File: config.mk
export PLATFORM = sky130hd
export DESIGN_NAME = pausable_frame_timer_top
export DESIGN_NICKNAME = d
export VERILOG_FILES = /design/src/rtl/core/pft_pkg.sv /design/src/rtl/core/pausable_frame_timer_top.sv
export SDC_FILE = /design/constraint.sdc
export NUM_CORES = 2
export LEC_CHECK = 0
export CORE_MARGIN = 3
export CORE_UTILIZATION = 55
export CTS_BUF_LIST = sky130_fd_sc_hd__clkbuf_4 sky130_fd_sc_hd__clkbuf_8 sky130_fd_sc_hd__clkbuf_16
export DETAILED_ROUTE_END_ITERATION = 8
export DONT_BUFFER_PORTS = 1
export GPL_TIMING_DRIVEN = 1
export PLACE_DENSITY_LB_ADDON = 0.15
export SLEW_MARGIN = 0
export SYNTH_ARGS = -nofsm -noshare
export SYNTH_HDL_FRONTEND = slang
export SYNTH_SLANG_ARGS = --single-unit
File: constraint.sdc
create_clock -name clk -period 25.5 [get_ports clk]
set_clock_uncertainty 0.2 [all_clocks]
set_input_delay 2.55 -clock clk [delete_from_list [all_inputs] [get_ports clk]]
set_output_delay 2.55 -clock clk [all_outputs]
set_load 0.02 [all_outputs]
File: src/rtl/core/pft_pkg.sv
// Package for the pausable frame timer: command codes, widths and constants.
package pft_pkg;

  localparam int CMD_W    = 4;
  localparam int AMOUNT_W = 16;
  localparam int RATE_W   = 8;
  localparam int WORD_W   = 32;
  localparam int DIVISOR_W = 10;
  localparam int STEP_W   = 5;

  localparam logic [CMD_W-1:0] CMD_TICK     = 4'd0;
  localparam logic [CMD_W-1:0] CMD_START_S  = 4'd1;
  localparam logic [CMD_W-1:0] CMD_START_MS = 4'd2;
  localparam logic [CMD_W-1:0] CMD_START_F  = 4'd3;
  localparam logic [CMD_W-1:0] CMD_STOP     = 4'd4;
  localparam logic [CMD_W-1:0] CMD_RESTART  = 4'd5;
  localparam logic [CMD_W-1:0] CMD_PAUSE    = 4'd6;
  localparam logic [CMD_W-1:0] CMD_RESUME   = 4'd7;
  localparam logic [CMD_W-1:0] CMD_QUERY    = 4'd8;

  localparam logic [RATE_W-1:0]    RATE_RESET = 8'd50;
  localparam logic [DIVISOR_W-1:0] MS_PER_S   = 10'd1000;
  localparam logic [STEP_W-1:0]    LAST_STEP  = 5'd31;

  typedef logic [WORD_W-1:0] word_t;

endpackage

File: src/rtl/core/pausable_frame_timer_top.sv
// Pausable frame timer: frame tick counter, one countdown timer and its status conversions.
// Each beat on the input carries one command; the block applies it and returns one status
// beat. The status conversions use a bit-serial restoring divider: four lanes share one
// divisor and retire one quotient bit each per cycle, producing elapsed and remaining time
// in milliseconds and seconds together. A start in milliseconds first runs the same lanes
// once to divide by 1000. A new command is taken while a finished status beat still waits
// on the output.
module pausable_frame_timer_top (
  input  logic                          clk,
  input  logic                          rst,
  input  logic                          cfg_we,
  input  logic [pft_pkg::RATE_W-1:0]    cfg_wdata,
  input  logic                          in_valid,
  output logic                          in_ready,
  input  logic [pft_pkg::CMD_W-1:0]     cmd,
  input  logic [pft_pkg::AMOUNT_W-1:0]  amount,
  output logic                          out_valid,
  input  logic                          out_ready,
  output logic                          is_active,
  output logic                          is_paused,
  output logic                          expired,
  output logic [pft_pkg::WORD_W-1:0]    elapsed_frames,
  output logic [pft_pkg::WORD_W-1:0]    elapsed_ms,
  output logic [pft_pkg::WORD_W-1:0]    elapsed_seconds,
  output logic [pft_pkg::WORD_W-1:0]    remaining_ms,
  output logic [pft_pkg::WORD_W-1:0]    remaining_seconds
);
  import pft_pkg::*;

  localparam logic [3:0] S_IDLE   = 4'd0;
  localparam logic [3:0] S_APPLY  = 4'd1;
  localparam logic [3:0] S_MSDIV  = 4'd2;
  localparam logic [3:0] S_BEGIN  = 4'd3;
  localparam logic [3:0] S_STATUS = 4'd4;
  localparam logic [3:0] S_CHECK  = 4'd5;
  localparam logic [3:0] S_LOAD   = 4'd6;
  localparam logic [3:0] S_DIV    = 4'd7;
  localparam logic [3:0] S_DONE   = 4'd8;

  logic [3:0]           state;
  logic [RATE_W-1:0]    refresh_rate;
  word_t                tick_count;
  word_t                start_frame;
  word_t                duration_frames;
  word_t                pause_frame;
  logic                 running;
  logic                 paused;

  logic [CMD_W-1:0]     cmd_q;
  logic [AMOUNT_W-1:0]  amount_q;
  word_t                el_q;
  word_t                rem_q;
  logic                 done_q;
  logic [STEP_W-1:0]    step;
  logic [DIVISOR_W-1:0] div_by;

  word_t                lane_q [4];
  logic [DIVISOR_W-1:0] lane_r [4];
  word_t                lane_q_next [4];
  logic [DIVISOR_W-1:0] lane_r_next [4];
  logic [DIVISOR_W:0]   trial [4];
  logic                 fits [4];

  logic [23:0]          prod;
  word_t                now_frame;
  word_t                ms_dur;

  assign prod      = {8'd0, amount_q} * {16'd0, refresh_rate};
  assign now_frame = paused ? pause_frame : tick_count;
  assign ms_dur    = (lane_q[0] == '0) ? word_t'(1) : lane_q[0];
  assign in_ready  = (state == S_IDLE);

  always_comb begin
    for (int i = 0; i < 4; i++) begin
      trial[i]       = {lane_r[i], lane_q[i][WORD_W-1]};
      fits[i]        = (trial[i] >= {1'b0, div_by});
      lane_r_next[i] = fits[i] ? DIVISOR_W'(trial[i] - {1'b0, div_by}) : trial[i][DIVISOR_W-1:0];
      lane_q_next[i] = {lane_q[i][WORD_W-2:0], fits[i]};
    end
  end

  always_ff @(posedge clk) begin
    if (rst) begin
      state           <= S_IDLE;
      refresh_rate    <= RATE_RESET;
      tick_count      <= '0;
      start_frame     <= '0;
      duration_frames <= '0;
      pause_frame     <= '0;
      running         <= 1'b0;
      paused          <= 1'b0;
      out_valid       <= 1'b0;
    end else begin
      if (cfg_we) begin
        refresh_rate <= cfg_wdata;
      end
      if (out_valid && out_ready && (state != S_DONE)) begin
        out_valid <= 1'b0;
      end
      case (state)
        S_IDLE: begin
          if (in_valid) begin
            cmd_q    <= cmd;
            amount_q <= amount;
            state    <= S_APPLY;
          end
        end
        S_APPLY: begin
          state <= (cmd_q == CMD_START_MS) ? S_MSDIV : S_STATUS;
          case (cmd_q)
            CMD_TICK: begin
              tick_count <= tick_count + word_t'(1);
            end
            CMD_START_S: begin
              start_frame     <= tick_count;
              duration_frames <= {8'd0, prod};
              running         <= 1'b1;
              paused          <= 1'b0;
            end
            CMD_START_MS: begin
              for (int i = 0; i < 4; i++) begin
                lane_q[i] <= {8'd0, prod};
                lane_r[i] <= '0;
              end
              div_by <= MS_PER_S;
              step   <= '0;
            end
            CMD_START_F: begin
              start_frame     <= tick_count;
              duration_frames <= {16'd0, amount_q};
              running         <= 1'b1;
              paused          <= 1'b0;
            end
            CMD_STOP: begin
              running <= 1'b0;
              paused  <= 1'b0;
            end
            CMD_RESTART: begin
              if (running) begin
                start_frame <= tick_count;
                paused      <= 1'b0;
              end
            end
            CMD_PAUSE: begin
              if (running && !paused) begin
                pause_frame <= tick_count;
                paused      <= 1'b1;
              end
            end
            CMD_RESUME: begin
              if (running && paused) begin
                start_frame <= start_frame + (tick_count - pause_frame);
                paused      <= 1'b0;
              end
            end
            default: begin
            end
          endcase
        end
        S_MSDIV: begin
          for (int i = 0; i < 4; i++) begin
            lane_q[i] <= lane_q_next[i];
            lane_r[i] <= lane_r_next[i];
          end
          step <= step + STEP_W'(1);
          if (step == LAST_STEP) begin
            state <= S_BEGIN;
          end
        end
        S_BEGIN: begin
          start_frame     <= tick_count;
          duration_frames <= ms_dur;
          running         <= 1'b1;
          paused          <= 1'b0;
          state           <= S_STATUS;
        end
        S_STATUS: begin
          el_q  <= running ? (now_frame - start_frame) : '0;
          state <= S_CHECK;
        end
        S_CHECK: begin
          done_q <= (el_q >= duration_frames);
          rem_q  <= duration_frames - el_q;
          state  <= S_LOAD;
        end
        S_LOAD: begin
          lane_q[0] <= el_q * word_t'(MS_PER_S);
          lane_q[1] <= el_q;
          lane_q[2] <= rem_q * word_t'(MS_PER_S);
          lane_q[3] <= rem_q;
          for (int i = 0; i < 4; i++) begin
            lane_r[i] <= '0;
          end
          div_by <= {2'd0, refresh_rate};
          step   <= '0;
          state  <= S_DIV;
        end
        S_DIV: begin
          for (int i = 0; i < 4; i++) begin
            lane_q[i] <= lane_q_next[i];
            lane_r[i] <= lane_r_next[i];
          end
          step <= step + STEP_W'(1);
          if (step == LAST_STEP) begin
            state <= S_DONE;
          end
        end
        S_DONE: begin
          if (!out_valid || out_ready) begin
            out_valid         <= 1'b1;
            is_active         <= running;
            is_paused         <= paused;
            expired           <= running && !paused && done_q;
            elapsed_frames    <= el_q;
            elapsed_ms        <= running ? lane_q[0] : '0;
            elapsed_seconds   <= running ? lane_q[1] : '0;
            remaining_ms      <= (running && !done_q) ? lane_q[2] : '0;
            remaining_seconds <= (running && !done_q) ? lane_q[3] : '0;
            state             <= S_IDLE;
          end
        end
        default: begin
          state <= S_IDLE;
        end
      endcase
    end
  end

endmodule

==> flow_summary.toml <==
[setup_path]
arrival_ps = 6570
r2r_slack_ps = 19220
crit_buf_inv = 2
cp_max_fo = 18
crit_required_ps = 25790
crit_slowest_cell = "o311ai_0"
worstSetupPathType = "reg -> reg"
end_kind = "flop"
crit_path_cell_trace = "and2_1 -> fa_1 -> fa_1 -> fa_1 -> inv_1 -> fa_1 -> inv_1 -> ha_1 -> and3_1 -> and3_1 -> and3_1 -> nor3_1 -> o21a_1 -> o311ai_0 -> and2_1 -> a221o_1"
setup.worst_path.start_class = "flop"
crit_top_cell = "fa_1"
cp_top_family = "adder cells"
rr_endpoint = "lane_q[0][22]"
r2r_start = "refresh_rate[3]"
ff2ff_path_depth = 16
slowest_delay_ps = 1070

[timing]
setup_ws_ps = 19220
max_slew_margin = 0.0929
max_freq_ghz = 0.159
period_share = 0.246
post-route-min-period_ps = 6280
fin_setup_tns_ps = 0
slew_viol_final = 0
setup_viol = 0
hold_viol = 0
worst_slew_pin_slew_ps = 1340
rsz0062_at_grt = "no"

[synth]
synth_nets = 4967
synth_flop_cell = "edfxtp_1"
synth_area_leaders = "edfxtp_1, fa_1, ha_1"
yosysTopAreaCellShare = 0.302
ys_seq_area_frac = 0.369
synthMostInstantiatedCell = "inv_1"
netlist_top_cells_count = "inv_1, edfxtp_1, nand2_1, fa_1, ha_1"
synth_cell_types = 90
synth_area_um2 = 42800
postSynthCellCount = 4337
avgSynthCellArea_um2 = 9.86
async_flop_share = 0
yosysTopAreaCell = "edfxtp_1"
synth_edf_count = 430
ys_ff_latch = 573
yosysWarningCount = 0

[power_and_ir_drop]
powerDensity_nw_per_um2 = 84.4
combPwrFrac = 0.435
leakage_nw = 19.2
p_sw_mw = 1.51
intPower_mw = 2.39
swShare = 0.388
seqPwrFrac = 0.300
pwr-share-clk = 0.264
ir_drop_v = 0.0000495

[detailed_routing]
drtPass1Iterations = 8
ant_nets = 0
via_count = 32145
drc_errors = 0
drt_wl_total_mm = 120
wl_per_cell_um = 22.3
drt_iter0_markers = 2764
viasPerCell = 5.99

[global_routing]
grt_max_degree = 139
overflow = 0
antenna_found_initial = 11
grt_pass1_vias = 31833
track_usage = 0.297
grt_pass1_wl_mm = 188

[worst_hold_path]
worst_hold_path_type = "reg -> reg"
min_to = "elapsed_frames[31]"
min-delay-start = "el_q[31]"
holdPathStages = 0

[clock_tree]
post-cts-setup-buffers = 0
cts_tree = "yes"
cts.repair.resized = 0
ctsHoldBuffers = 0
cts_root_buf = "clkbuf_16"
cts_max_path_buffers = 3
htree_levels = 3
numCtsBuffers = 69
path_clk_slew_ps = 60
clock_sinks = 573
clk_latency_ps = 620

[outcome]
outcome = "complete, no violations"

[floorplan]
dieArea_um2 = 81100
dieWidth_um = 285
initial_core_util = 0.559
num_io_pins = 198
die_y_um = 285
std_cell_rows = 101
core_area_um2 = 76500

[placement]
dp_hpwl_mm = 88.8
place_inst = 5241
numPortBuffers = 0
post-place-ws_ps = 19390
place_congestion = 0.970

[final_layout]
syn2layout_area_growth_pct = 8.06
layout.cells.non_filler = 5367
drive_gt1_frac = 0.0498
final_nets = 4912

[flow_run]
drv_cap = 0
-- power by group through the flow --
stage          Clock, mW  Combinational (mW)  Sequential, mW
3_5_place_dp           0                1.65            1.19
5_1_grt             1.08                1.88            1.17
2_1_floorplan          0                1.23            1.15
6_report            1.03                1.70            1.17
3_3_place_gp           0                1.63            1.19
4_1_cts             1.05                1.66            1.17
-- worst max-delay path by stage --
stage                        endpoint  cells past startpoint       startpoint
global placement        lane_q[3][22]                     16  refresh_rate[3]
detailed placement      lane_q[1][22]                     16  refresh_rate[2]
finish                  lane_q[0][22]                     16  refresh_rate[3]
floorplan           elapsed_frames[0]                      5              rst
CTS                     lane_q[3][22]                     16  refresh_rate[3]
global route            lane_q[0][22]                     16  refresh_rate[3]
-- flip-flops by register name (all words and copies together) (netlist names), 4 cells and up --
register	count
lane_q	128
lane_r	40
duration_frames	32
el_q	32
elapsed_frames	32
elapsed_ms	32
elapsed_seconds	32
pause_frame	32
rem_q	32
remaining_ms	32
remaining_seconds	32
start_frame	32
tick_count	32
amount_q	16
div_by	9
refresh_rate	8
step	5
cmd_q	4
state	4
-- final cells by class --
| class | count | area, µm² |
|---|---|---|
| Fill cell | 6490 | 30200 |
| Multi-Input combinational cell | 3010 | 24300 |
| Sequential cell | 573 | 15800 |
| Inverter | 591 | 2220 |
| Clock buffer | 84 | 1890 |
| Tap cell | 1030 | 1290 |
| Clock inverter | 41 | 487 |
| Timing Repair Buffer | 37 | 278 |
| Antenna cell | 1 | 2.50 |
-- cell usage in the layout (no fill, tap or decap), types with 21 or more instances in the layout --
cell type  Yosys  final
ha_1         294    294
fa_1         303    303
a221oi_1      25     25
clkbuf_16      0     71
dfxtp_1      143    141
a211oi_1      40     40
nor3_1        92     86
o211ai_1      22     22
o21ai_0      229    225
a21o_1        76     76
nand3_1       67     67
nor2_1       223    217
nand4_1       37     37
buf_4          1     37
nand2b_1      27     27
nand2_1      394    392
xor2_1        45     45
or3_1         39     38
a21oi_1      241    241
mux2i_1       51     51
inv_1        590    589
o21a_1        37     37
a22oi_1       21     21
xnor2_1      111    111
and3_1        97     97
a21boi_0      22     22
and2_1       187    187
edfxtp_1     430    430
a221o_1       30     30
a31oi_1       21     21
nor2b_1       28     28
-- worst register-to-register path: cells and delay by family (launching register included) --
family / cells / cell delay, ps
AOI/OAI and AO/OA: 3 / 1410
adders and majority gates: 5 / 2330
buffers and inverters: 2 / 100
DFF: 1 / 740
and+or+nand+nor: 6 / 1380
-- logic make-up after synthesis --
family,synth area share
compound gates,0.143
xor+xnor,0.0319
fa+ha+maj,0.228
buf+inv,0.0666
flops,0.369
mux,0.0130
simple gates,0.149
-- stage by stage --
step,utilization,cell area [µm²],total power [mW],hold slack (ps)
detailed placement,0.573,43800,2.84,254
CTS,0.604,46200,3.88,253
finish,0.604,46200,3.90,254
global placement,0.573,43800,2.82,249
global route,0.604,46200,4.14,269
floorplan,-,42800,2.38,206
-- metal layers --
| layer | routed length (µm) | vias up | GRT usage |
|---|---|---|---|
| li1 | - | 14978 | - |
| met3 | 9750 | 250 | 0.0523 |
| met2 | 54400 | 1283 | 0.476 |
| met4 | 4810 | 12 | 0.108 |
| met1 | 50500 | 15622 | 0.407 |
| met5 | 93 | - | 0 |
Power figures use the tool's default switching activity.
